**src/hw/rtl/phtc_pkg.sv**
```systemverilog
`timescale 1ns / 1ps

package phtc_pkg;

  localparam int unsigned CFG_IDX_W  = 3;
  localparam int unsigned CFG_DATA_W = 16;

  localparam logic [CFG_IDX_W-1:0] CFG_ANGLE_SOURCE   = 3'd0;
  localparam logic [CFG_IDX_W-1:0] CFG_TARGET_HEADING = 3'd1;
  localparam logic [CFG_IDX_W-1:0] CFG_GAIN_P         = 3'd2;
  localparam logic [CFG_IDX_W-1:0] CFG_GAIN_I         = 3'd3;
  localparam logic [CFG_IDX_W-1:0] CFG_GAIN_D         = 3'd4;
  localparam logic [CFG_IDX_W-1:0] CFG_SAMPLE_PERIOD  = 3'd5;
  localparam logic [CFG_IDX_W-1:0] CFG_INVERSE_PERIOD = 3'd6;

  localparam int unsigned ANGLE_W = 16;
  localparam int unsigned ERR_W   = 18;
  localparam int unsigned INTEG_W = 48;
  localparam int unsigned DERIV_W = 35;
  localparam int unsigned ACC_W   = 65;
  localparam int unsigned MUL_W   = 16;
  localparam int unsigned CNT_W   = 4;
  localparam int unsigned PWR_W   = 8;

  localparam logic [CNT_W-1:0] MUL_LAST = 4'd15;

  // gains are Q8.8, integral Q.16, derivative Q.6: align to Q.24
  localparam int unsigned P_SHIFT   = 16;
  localparam int unsigned D_SHIFT   = 10;
  localparam int unsigned DRIVE_SHIFT = 24;
  localparam int signed   DRIVE_LIMIT = 100;

  typedef enum logic [2:0] {
    ST_IDLE,
    ST_TRAP,
    ST_INTEG,
    ST_DERIV,
    ST_GAINP,
    ST_GAINI,
    ST_GAIND,
    ST_DRIVE
  } state_e;

endpackage

```
**src/hw/rtl/pid_heading_turn_controller.sv**
```systemverilog
`timescale 1ns / 1ps

// PID heading controller with trapezoidal integral.
// Input channel: in_valid_i / in_stall_o carry one heading sample
// (measured_angle_i) per item. Output channel: out_valid_o / out_stall_i
// carry left_power_o, right_power_o and finished_o, one result per item.
// Configuration is written through cfg_we_i / cfg_index_i / cfg_data_i;
// the user must write it only while the block is idle, which the block
// itself does not enforce. Indexes beyond the register list are ignored.
// All products run through one shared shift-add multiplier that consumes
// one multiplier bit per cycle: five 16-bit products (trapezoid,
// derivative, P, I and D terms) plus an integral step and a drive step.
// The block returns to idle only when the result is registered, so it
// takes no new sample before it is through with the last one.
// Reset clears the cfg registers, the error history, the integral and the
// sticky finished flag. A result waits in the output register while the
// receiver stalls; the block still accepts and processes the next sample
// and holds its result in the drive step until the output register frees.
module pid_heading_turn_controller (
  input  logic                                     clk_i,
  input  logic                                     rst_ni,
  input  logic                                     cfg_we_i,
  input  logic [phtc_pkg::CFG_IDX_W-1:0]           cfg_index_i,
  input  logic [phtc_pkg::CFG_DATA_W-1:0]          cfg_data_i,
  input  logic                                     in_valid_i,
  output logic                                     in_stall_o,
  input  logic signed [phtc_pkg::ANGLE_W-1:0]      measured_angle_i,
  output logic                                     out_valid_o,
  input  logic                                     out_stall_i,
  output logic signed [phtc_pkg::PWR_W-1:0]        left_power_o,
  output logic signed [phtc_pkg::PWR_W-1:0]        right_power_o,
  output logic                                     finished_o
);
  import phtc_pkg::*;

  state_e state_q, state_d;

  logic                      src_q;
  logic signed [ANGLE_W-1:0] target_q;
  logic [MUL_W-1:0]          gain_p_q, gain_i_q, gain_d_q;
  logic [MUL_W-1:0]          period_q, inv_period_q;

  logic [CNT_W-1:0]          cnt_q, cnt_d;
  logic signed [ACC_W-1:0]   acc_q, acc_d;
  logic signed [ACC_W-1:0]   mcand_q, mcand_d;
  logic [MUL_W-1:0]          mplier_q, mplier_d;
  logic                      sgn_q, sgn_d;
  logic signed [ERR_W-1:0]   e_q, e_d;
  logic signed [ERR_W-1:0]   prev_q, prev_d;
  logic signed [INTEG_W-1:0] integ_q, integ_d;
  logic signed [DERIV_W-1:0] deriv_q, deriv_d;
  logic                      done_q, done_d;

  logic                      out_valid_q, out_valid_d;
  logic signed [PWR_W-1:0]   left_q, left_d, right_q, right_d;
  logic                      fin_q, fin_d;

  logic signed [ERR_W-1:0]     sample_s, target_s, e_new;
  logic signed [ERR_W:0]       e_sum, e_diff;
  logic signed [ACC_W-1:0]     addend, step_sum;
  logic                        last;
  logic signed [DERIV_W-2:0]   trap;
  logic signed [INTEG_W:0]     integ_sum;
  logic signed [ACC_W-DRIVE_SHIFT-1:0] q_floor, q_tz;
  logic                        round_up;
  logic signed [PWR_W-1:0]     drive;

  always_ff @(posedge clk_i or negedge rst_ni) begin
    if (!rst_ni) begin
      src_q        <= 1'b0;
      target_q     <= '0;
      gain_p_q     <= '0;
      gain_i_q     <= '0;
      gain_d_q     <= '0;
      period_q     <= '0;
      inv_period_q <= '0;
    end else if (cfg_we_i) begin
      case (cfg_index_i)
        CFG_ANGLE_SOURCE:   src_q        <= cfg_data_i[0];
        CFG_TARGET_HEADING: target_q     <= cfg_data_i;
        CFG_GAIN_P:         gain_p_q     <= cfg_data_i;
        CFG_GAIN_I:         gain_i_q     <= cfg_data_i;
        CFG_GAIN_D:         gain_d_q     <= cfg_data_i;
        CFG_SAMPLE_PERIOD:  period_q     <= cfg_data_i;
        CFG_INVERSE_PERIOD: inv_period_q <= cfg_data_i;
        default: ;
      endcase
    end
  end

  always_ff @(posedge clk_i or negedge rst_ni) begin
    if (!rst_ni) begin
      state_q     <= ST_IDLE;
      cnt_q       <= '0;
      sgn_q       <= 1'b0;
      prev_q      <= '0;
      integ_q     <= '0;
      done_q      <= 1'b0;
      out_valid_q <= 1'b0;
    end else begin
      state_q     <= state_d;
      cnt_q       <= cnt_d;
      sgn_q       <= sgn_d;
      prev_q      <= prev_d;
      integ_q     <= integ_d;
      done_q      <= done_d;
      out_valid_q <= out_valid_d;
    end
  end

  always_ff @(posedge clk_i) begin
    acc_q    <= acc_d;
    mcand_q  <= mcand_d;
    mplier_q <= mplier_d;
    e_q      <= e_d;
    deriv_q  <= deriv_d;
    left_q   <= left_d;
    right_q  <= right_d;
    fin_q    <= fin_d;
  end

  always_comb begin
    sample_s = src_q ? ERR_W'(measured_angle_i) : -ERR_W'(measured_angle_i);
    target_s = ERR_W'(target_q);
    e_new    = sample_s - target_s;
    e_sum    = (ERR_W+1)'(e_new) + (ERR_W+1)'(prev_q);
    e_diff   = (ERR_W+1)'(e_q) - (ERR_W+1)'(prev_q);

    last     = (cnt_q == MUL_LAST);
    addend   = mplier_q[0] ? mcand_q : '0;
    step_sum = (sgn_q && last) ? acc_q - addend : acc_q + addend;

    // trapezoid halved with floor
    trap      = acc_q[DERIV_W-1:1];
    integ_sum = (INTEG_W+1)'(integ_q) + (INTEG_W+1)'(trap);

    // truncate toward zero, then clamp
    q_floor  = acc_q[ACC_W-1:DRIVE_SHIFT];
    round_up = acc_q[ACC_W-1] && (|acc_q[DRIVE_SHIFT-1:0]);
    q_tz     = q_floor + (ACC_W-DRIVE_SHIFT)'({1'b0, round_up});
    if (q_tz > (ACC_W-DRIVE_SHIFT)'(DRIVE_LIMIT)) begin
      drive = PWR_W'(DRIVE_LIMIT);
    end else if (q_tz < (ACC_W-DRIVE_SHIFT)'(-DRIVE_LIMIT)) begin
      drive = PWR_W'(-DRIVE_LIMIT);
    end else begin
      drive = q_tz[PWR_W-1:0];
    end

    state_d     = state_q;
    cnt_d       = cnt_q;
    acc_d       = acc_q;
    mcand_d     = mcand_q;
    mplier_d    = mplier_q;
    sgn_d       = sgn_q;
    e_d         = e_q;
    prev_d      = prev_q;
    integ_d     = integ_q;
    deriv_d     = deriv_q;
    done_d      = done_q;
    out_valid_d = out_valid_q && out_stall_i;
    left_d      = left_q;
    right_d     = right_q;
    fin_d       = fin_q;

    case (state_q)
      ST_IDLE: begin
        if (in_valid_i) begin
          e_d      = e_new;
          if (sample_s == target_s) begin
            done_d = 1'b1;
          end
          acc_d    = '0;
          cnt_d    = '0;
          mcand_d  = ACC_W'(e_sum);
          mplier_d = period_q;
          sgn_d    = 1'b0;
          state_d  = ST_TRAP;
        end
      end
      ST_TRAP, ST_DERIV, ST_GAINP, ST_GAINI, ST_GAIND: begin
        acc_d    = step_sum;
        mcand_d  = mcand_q <<< 1;
        mplier_d = mplier_q >> 1;
        cnt_d    = cnt_q + 1'b1;
        if (last) begin
          case (state_q)
            ST_TRAP: begin
              state_d = ST_INTEG;
            end
            ST_DERIV: begin
              deriv_d  = step_sum[DERIV_W-1:0];
              acc_d    = '0;
              mcand_d  = ACC_W'(e_q) <<< P_SHIFT;
              mplier_d = gain_p_q;
              sgn_d    = 1'b1;
              state_d  = ST_GAINP;
            end
            ST_GAINP: begin
              mcand_d  = ACC_W'(integ_q);
              mplier_d = gain_i_q;
              state_d  = ST_GAINI;
            end
            ST_GAINI: begin
              mcand_d  = ACC_W'(deriv_q) <<< D_SHIFT;
              mplier_d = gain_d_q;
              state_d  = ST_GAIND;
            end
            default: begin
              sgn_d   = 1'b0;
              state_d = ST_DRIVE;
            end
          endcase
        end
      end
      ST_INTEG: begin
        if (integ_sum[INTEG_W] != integ_sum[INTEG_W-1]) begin
          integ_d = integ_sum[INTEG_W] ? {1'b1, {(INTEG_W-1){1'b0}}}
                                       : {1'b0, {(INTEG_W-1){1'b1}}};
        end else begin
          integ_d = integ_sum[INTEG_W-1:0];
        end
        acc_d    = '0;
        mcand_d  = ACC_W'(e_diff);
        mplier_d = inv_period_q;
        sgn_d    = 1'b0;
        state_d  = ST_DERIV;
      end
      ST_DRIVE: begin
        if (!out_valid_d) begin
          out_valid_d = 1'b1;
          right_d     = drive;
          left_d      = -drive;
          fin_d       = done_q;
          prev_d      = e_q;
          state_d     = ST_IDLE;
        end
      end
      default: begin
        state_d = ST_IDLE;
      end
    endcase
  end

  assign in_stall_o    = (state_q != ST_IDLE);
  assign out_valid_o   = out_valid_q;
  assign left_power_o  = left_q;
  assign right_power_o = right_q;
  assign finished_o    = fin_q;

`ifndef SYNTH
  a_busy_after_accept: assert property (@(posedge clk_i) disable iff (!rst_ni)
    in_valid_i && !in_stall_o |=> state_q == ST_TRAP)
    else $error("accepted item did not start the trapezoid product");

  a_done_sticky: assert property (@(posedge clk_i) disable iff (!rst_ni)
    done_q |=> done_q)
    else $error("finished flag cleared without reset");

  a_power_mirror: assert property (@(posedge clk_i) disable iff (!rst_ni)
    out_valid_o |-> (left_power_o == -right_power_o) &&
                    (right_power_o <= 8'sd100) && (right_power_o >= -8'sd100))
    else $error("left and right power out of range or not mirrored");

  a_cnt_idle: assert property (@(posedge clk_i) disable iff (!rst_ni)
    (state_q == ST_INTEG || state_q == ST_DRIVE) |-> cnt_q == '0)
    else $error("bit counter not aligned at product boundary");
`endif

endmodule
```
**config.mk**
```make
export PLATFORM = sky130hd
export DESIGN_NAME = pid_heading_turn_controller
export DESIGN_NICKNAME = d
export VERILOG_FILES = /design/src/hw/rtl/phtc_pkg.sv /design/src/hw/rtl/pid_heading_turn_controller.sv
export SDC_FILE = /design/constraint.sdc
export NUM_CORES = 1
export LEC_CHECK = 0
export ABC_AREA = 0
export BUFFER_PORTS_ARGS = -buffer_cell sky130_fd_sc_hd__buf_2
export CELL_PAD_IN_SITES_DETAIL_PLACEMENT = 1
export CELL_PAD_IN_SITES_GLOBAL_PLACEMENT = 1
export CORE_UTILIZATION = 50
export DETAILED_ROUTE_END_ITERATION = 6
export PLACE_DENSITY_LB_ADDON = 0.1
export SKIP_CTS_REPAIR_TIMING = 1
export SLEW_MARGIN = 20
export SYNTH_ARGS = -nofsm -noshare
export SYNTH_HDL_FRONTEND = slang
export SYNTH_SLANG_ARGS = --single-unit
export TNS_END_PERCENT = 10
```
**constraint.sdc**
```tcl
create_clock -name clk_i -period 11.7 [get_ports clk_i]
set_input_delay 1.755 -clock clk_i [delete_from_list [all_inputs] [get_ports clk_i]]
set_output_delay 1.755 -clock clk_i [all_outputs]
set_load 0.005 [all_outputs]
```
# Word level (Yosys, flattened, before mapping)
# Cells that the tools add are included.
# W data, S select, Z words.
# totals
regBits	389
mem_bits_ro	0
wordCells	112
n_memories	0
latch_bits	0
mem_bits_rw	0
output_inout_bits	19
in_bits	40
# classes
shift	0
mux	31
reduce_logical	26
magnitude_cmp	2
n_bitwise	1
div	0
add_sub_neg	10
eq_ne	20
mul	0
# op_table
operator	count
$pmux W65 S3	3
$mux W65	7
$mux W48	2
$pmux W16 S3	2
$add A65 B65 Y65	1
$sub A65 B65 Y65	1
$add A48 B34 Y49	1
$add A41 B1 Y41	1
$gt A41 B8 Y1 const B	1
$lt A41 B8 Y1 const B	1
$mux W16	2
$pmux W3 S4	2
$reduce_or A24 Y1	1
$reduce_and A2 Y1	11
$eq A3 B3 Y1 const B	7
$add A18 B18 Y19	1
$sub A18 B18 Y19	1
$eq A18 B16 Y1	1
$mux W18	1
$neg A16 Y18	1
$sub A18 B16 Y18	1
$mux W8	2
$eq A3 B2 Y1 const B	4
$mux W3	3
other kinds (20)	32

# Depth between registers and ports, before layout
# depth
word_depth	7
ltp_mapped	29

# Least setup slack after synthesis
# Ideal clock, no wire load.
# synth_path
kind	input to register
startpoint	input port measured_angle_i[0] (netlist bit)
endpoint	register mcand_q[54] (data pin)
path_stages	26
slack_ps	5198
t_arrival_ps	6231
path_cell_list	inv_1 > ha_1 > mux2_2 > ha_1 > nor2b_1 > o21ai_0 > nand2b_1 > a21o_1 > a21o_1 > a21o_1 > a21o_1 > a221o_1 > a31oi_1 > inv_1 > a21oi_1 > xnor2_1 > ha_1 > nand2_1 > o31ai_1 > a211oi_1 > o21ai_1 > nor4b_2 > nor3_1 > buf_2 > buf_2 > o21ai_0
# synth_between
elab_chain_cells	6
# synth_lines
element	line_no	rtl
start: declaration	pid_heading_turn_controller.sv:27	input logic signed [phtc_pkg::ANGLE_W-1:0] measured_angle_i,
$neg A16 Y18	pid_heading_turn_controller.sv:123	sample_s = src_q ? ERR_W'(measured_angle_i) : -ERR_W'(measured_angle_i);
$mux W18 *	pid_heading_turn_controller.sv:123	
$sub A18 B16 Y18 *	pid_heading_turn_controller.sv:125	e_new = sample_s - target_s;
named net e_new[13]	pid_heading_turn_controller.sv:58	logic signed [ERR_W-1:0] sample_s, target_s, e_new;
$add A18 B18 Y19 *	pid_heading_turn_controller.sv:126	e_sum = (ERR_W+1)'(e_new) + (ERR_W+1)'(prev_q);
$mux W65 *	pid_heading_turn_controller.sv:167	if (in_valid_i) begin
$pmux W65 S3 *	pid_heading_turn_controller.sv:165	case (state_q)
named net mcand_d[54]	pid_heading_turn_controller.sv:45	logic signed [ACC_W-1:0] mcand_q, mcand_d;
end signal: assignment	pid_heading_turn_controller.sv:113	mcand_q <= mcand_d;
end: declaration	pid_heading_turn_controller.sv:45	
# Mark *: on every way through the listed nets, which the timed path passes. The rest lies on a longest branch. The select of a mux whose other input is x is not followed.
# A chain may end at the register's enable or synchronous reset.

# Worst setup path in the final report
# layout_path
startpoint	input port measured_angle_i[0] (netlist bit)
endpoint	register mcand_q[25] (data pin)
# The elaborated chain is that of the path after synthesis.

==> metrics.txt <==
outcome finished clean; Worst Path Max Fanout 47; Mapped Nets 3,236; Worst Hold Class reg -> reg; Post-route DRC 0; Final Max Slew Viols 0; Final ANT Viol Nets 0; DRT Wirelength 91,300 um; H-tree levels 2; Port Buffers 58; Max Clock Skew 0.0388 ns; Setup crit end kind flop; total die area 56,700 um^2; CP startpoint kind input pin; Final min period 6.82 ns; Top delay family on crit path compound AO/OA/AOI/OAI gates; CP max-delay cell buf_4; HPWL after DPL 67,400 um; drt pass-1 iters 7; vias in the first global route 25,100; Synth area leader edfxtp_1; Die Width 238 um; Mapped Area 27,900 um^2; most used cell, CP a21o_1; core area 55,100 um^2; Seq/Total Area, Yosys 38.7%; hold path startpoint done_q; ant diodes 0; final hold slack 0.453 ns; gr usage total 32.4%; final core utilization 55.1%; row count 86; clk_lat worst skew 0.62 ns; CTS Buf Count 47; Fmax 147 MHz; GR Overflow Total 0; largest net degree at the start of global routing 96; R2R depth 20; GR Util met1 38.6%; Starting Density 50.6%; Area Overhead vs Synth 8.90%; most common cell in the netlist nand2_1; ys async rst share 44.6%; GR peak layer met2; Nets 3,238; First DRT Iteration DRCs 1,510; GP Congestion 0.908; GRT met2 Usage 57.5%; fillers 6,287; CTS clk-pin slew, worst paths 0.06 ns; final hold violations 0; commonest cells in the netlist 316 x nand2_1, 276 x o21ai_0, 232 x a21oi_1; post-synth top area share 23.2%; yosys warns 0; CTS sink count 388; via/cell ratio 6.29; layout cells sized above 1 10.7%; Vias 23,900; register bit count reported by yosys 388; number of antenna violations at the first check in global routing 0; I/O Pins 59; CP Depth 26; Critical Path RT 12.00 ns; Max-Cap Viols 0; Worst Hold Depth 0; Max-slew headroom 27.0%; Die Y 238 um; worst r2r src mplier_q[0]; storage element area 10,800 um^2; crit path kind in -> reg; first-pass GRT wire length 144,000 um; Post-Route Setup TNS 0 ns; multi-input logic area 16,100 um^2; syn avg cell area 9.23 um^2; met3 usage 3.11%; main area contributors after synthesis edfxtp_1 23%, dfrtp_1 16%, ha_1 7.7%; Critical Path Source measured_angle_i[0]; Worst Path Buf+Inv 4; root buffer cell clkbuf_16; Post-synth top flop edfxtp_1; Mapped Cells 3,020; routed len/inst 24.0 um; clk buf depth 3; unrepaired setup endpoints after global routing false; distinct cell type count after synthesis 106; Slowest Stage Delay on Critical Path 0.42 ns; CTS tree done; Final setup viols 0; final worst-path cycle share 58.3%; Critical Path AT 7.12 ns; Post-synth EDFFs 215; Worst Max-Slew Pin Slew 1.09 ns
==> layout make-up <==
cell class	instances	area share, %
repair buffers	91	1.82
clock buffers	67	4.32
multi-input cells	2378	53.1
flip-flops and latches	388	35.5
clock inverters	21	0.750
well taps	748	3.08
inverters	116	1.43
==> placed cells by master (no fill, tap or decap), drive strengths merged, types with 29 or more instances in the layout <==
cell type,n
a22oi,39
xor2,101
edfxtp,215
nand4,42
o211ai,43
o21ai,303
clkbuf,67
o21bai,29
ha,171
inv,115
mux2i,52
xnor2,117
nor3,48
mux2,86
a21oi,236
o31ai,29
a31oi,31
a21o,92
and3,57
nand2b,34
buf,91
nand2,319
nor2,192
nand3,71
dfrtp,173
==> through the flow <==
stage	setup WS, ns	cells	area [um^2]
final	4.88	3809	30400
after global routing	4.45	3809	30400
after CTS	4.93	3807	30300
after detailed placement	4.35	3719	28800
after global placement	4.55	3719	28800
after floorplan	5.20	3020	27900
==> path summary, 6_finish.rpt <==
path,endpoint,slack (ns)
max reg2reg,acc_q[57],5.12
max in group asynchronous,integ_q[19],8.49
min reg2reg,finished_o,0.45
max,mcand_q[25],4.88
min,finished_o,0.45
min in group asynchronous,integ_q[39],1.23
==> cells by family (layout without fill, tap and decap cells) <==
| kind of cell | Yosys count | count (layout) | share of synthesized area, % |
|---|---|---|---|
| adder cells (fa/ha/maj) | 188 | 188 | 8.50 |
| flip-flops | 388 | 388 | 38.7 |
| buffers and inverters | 254 | 295 | 3.87 |
| XOR/XNOR | 218 | 218 | 6.96 |
| AO/OA/AOI/OAI | 943 | 943 | 21.3 |
| multiplexers | 138 | 138 | 5.34 |
| AND/OR/NAND/NOR | 891 | 891 | 15.4 |
==> metal layers <==
layer	part of all wire, %	wire length [um]
met5	0	0
met3	3.4	3080
met4	5.6	5110
met2	50	46000
met1	41	37100
==> flip-flops by register name, indices dropped and copies added (netlist names) <==
name           flops
acc_q             65
cnt_q              4
deriv_q           35
done_q             1
e_q               18
finished_o         1
gain_d_q          16
gain_i_q          16
gain_p_q          16
integ_q           48
inv_period_q      16
left_power_o       8
mcand_q           65
mplier_q          16
out_valid_o        1
period_q          16
prev_q            18
right_power_o      7
sgn_q              1
src_q              1
state_q            3
target_q          16
Power is not shown: default switching activity piles up to over one toggle a cycle in this logic, so the estimate is an artifact.
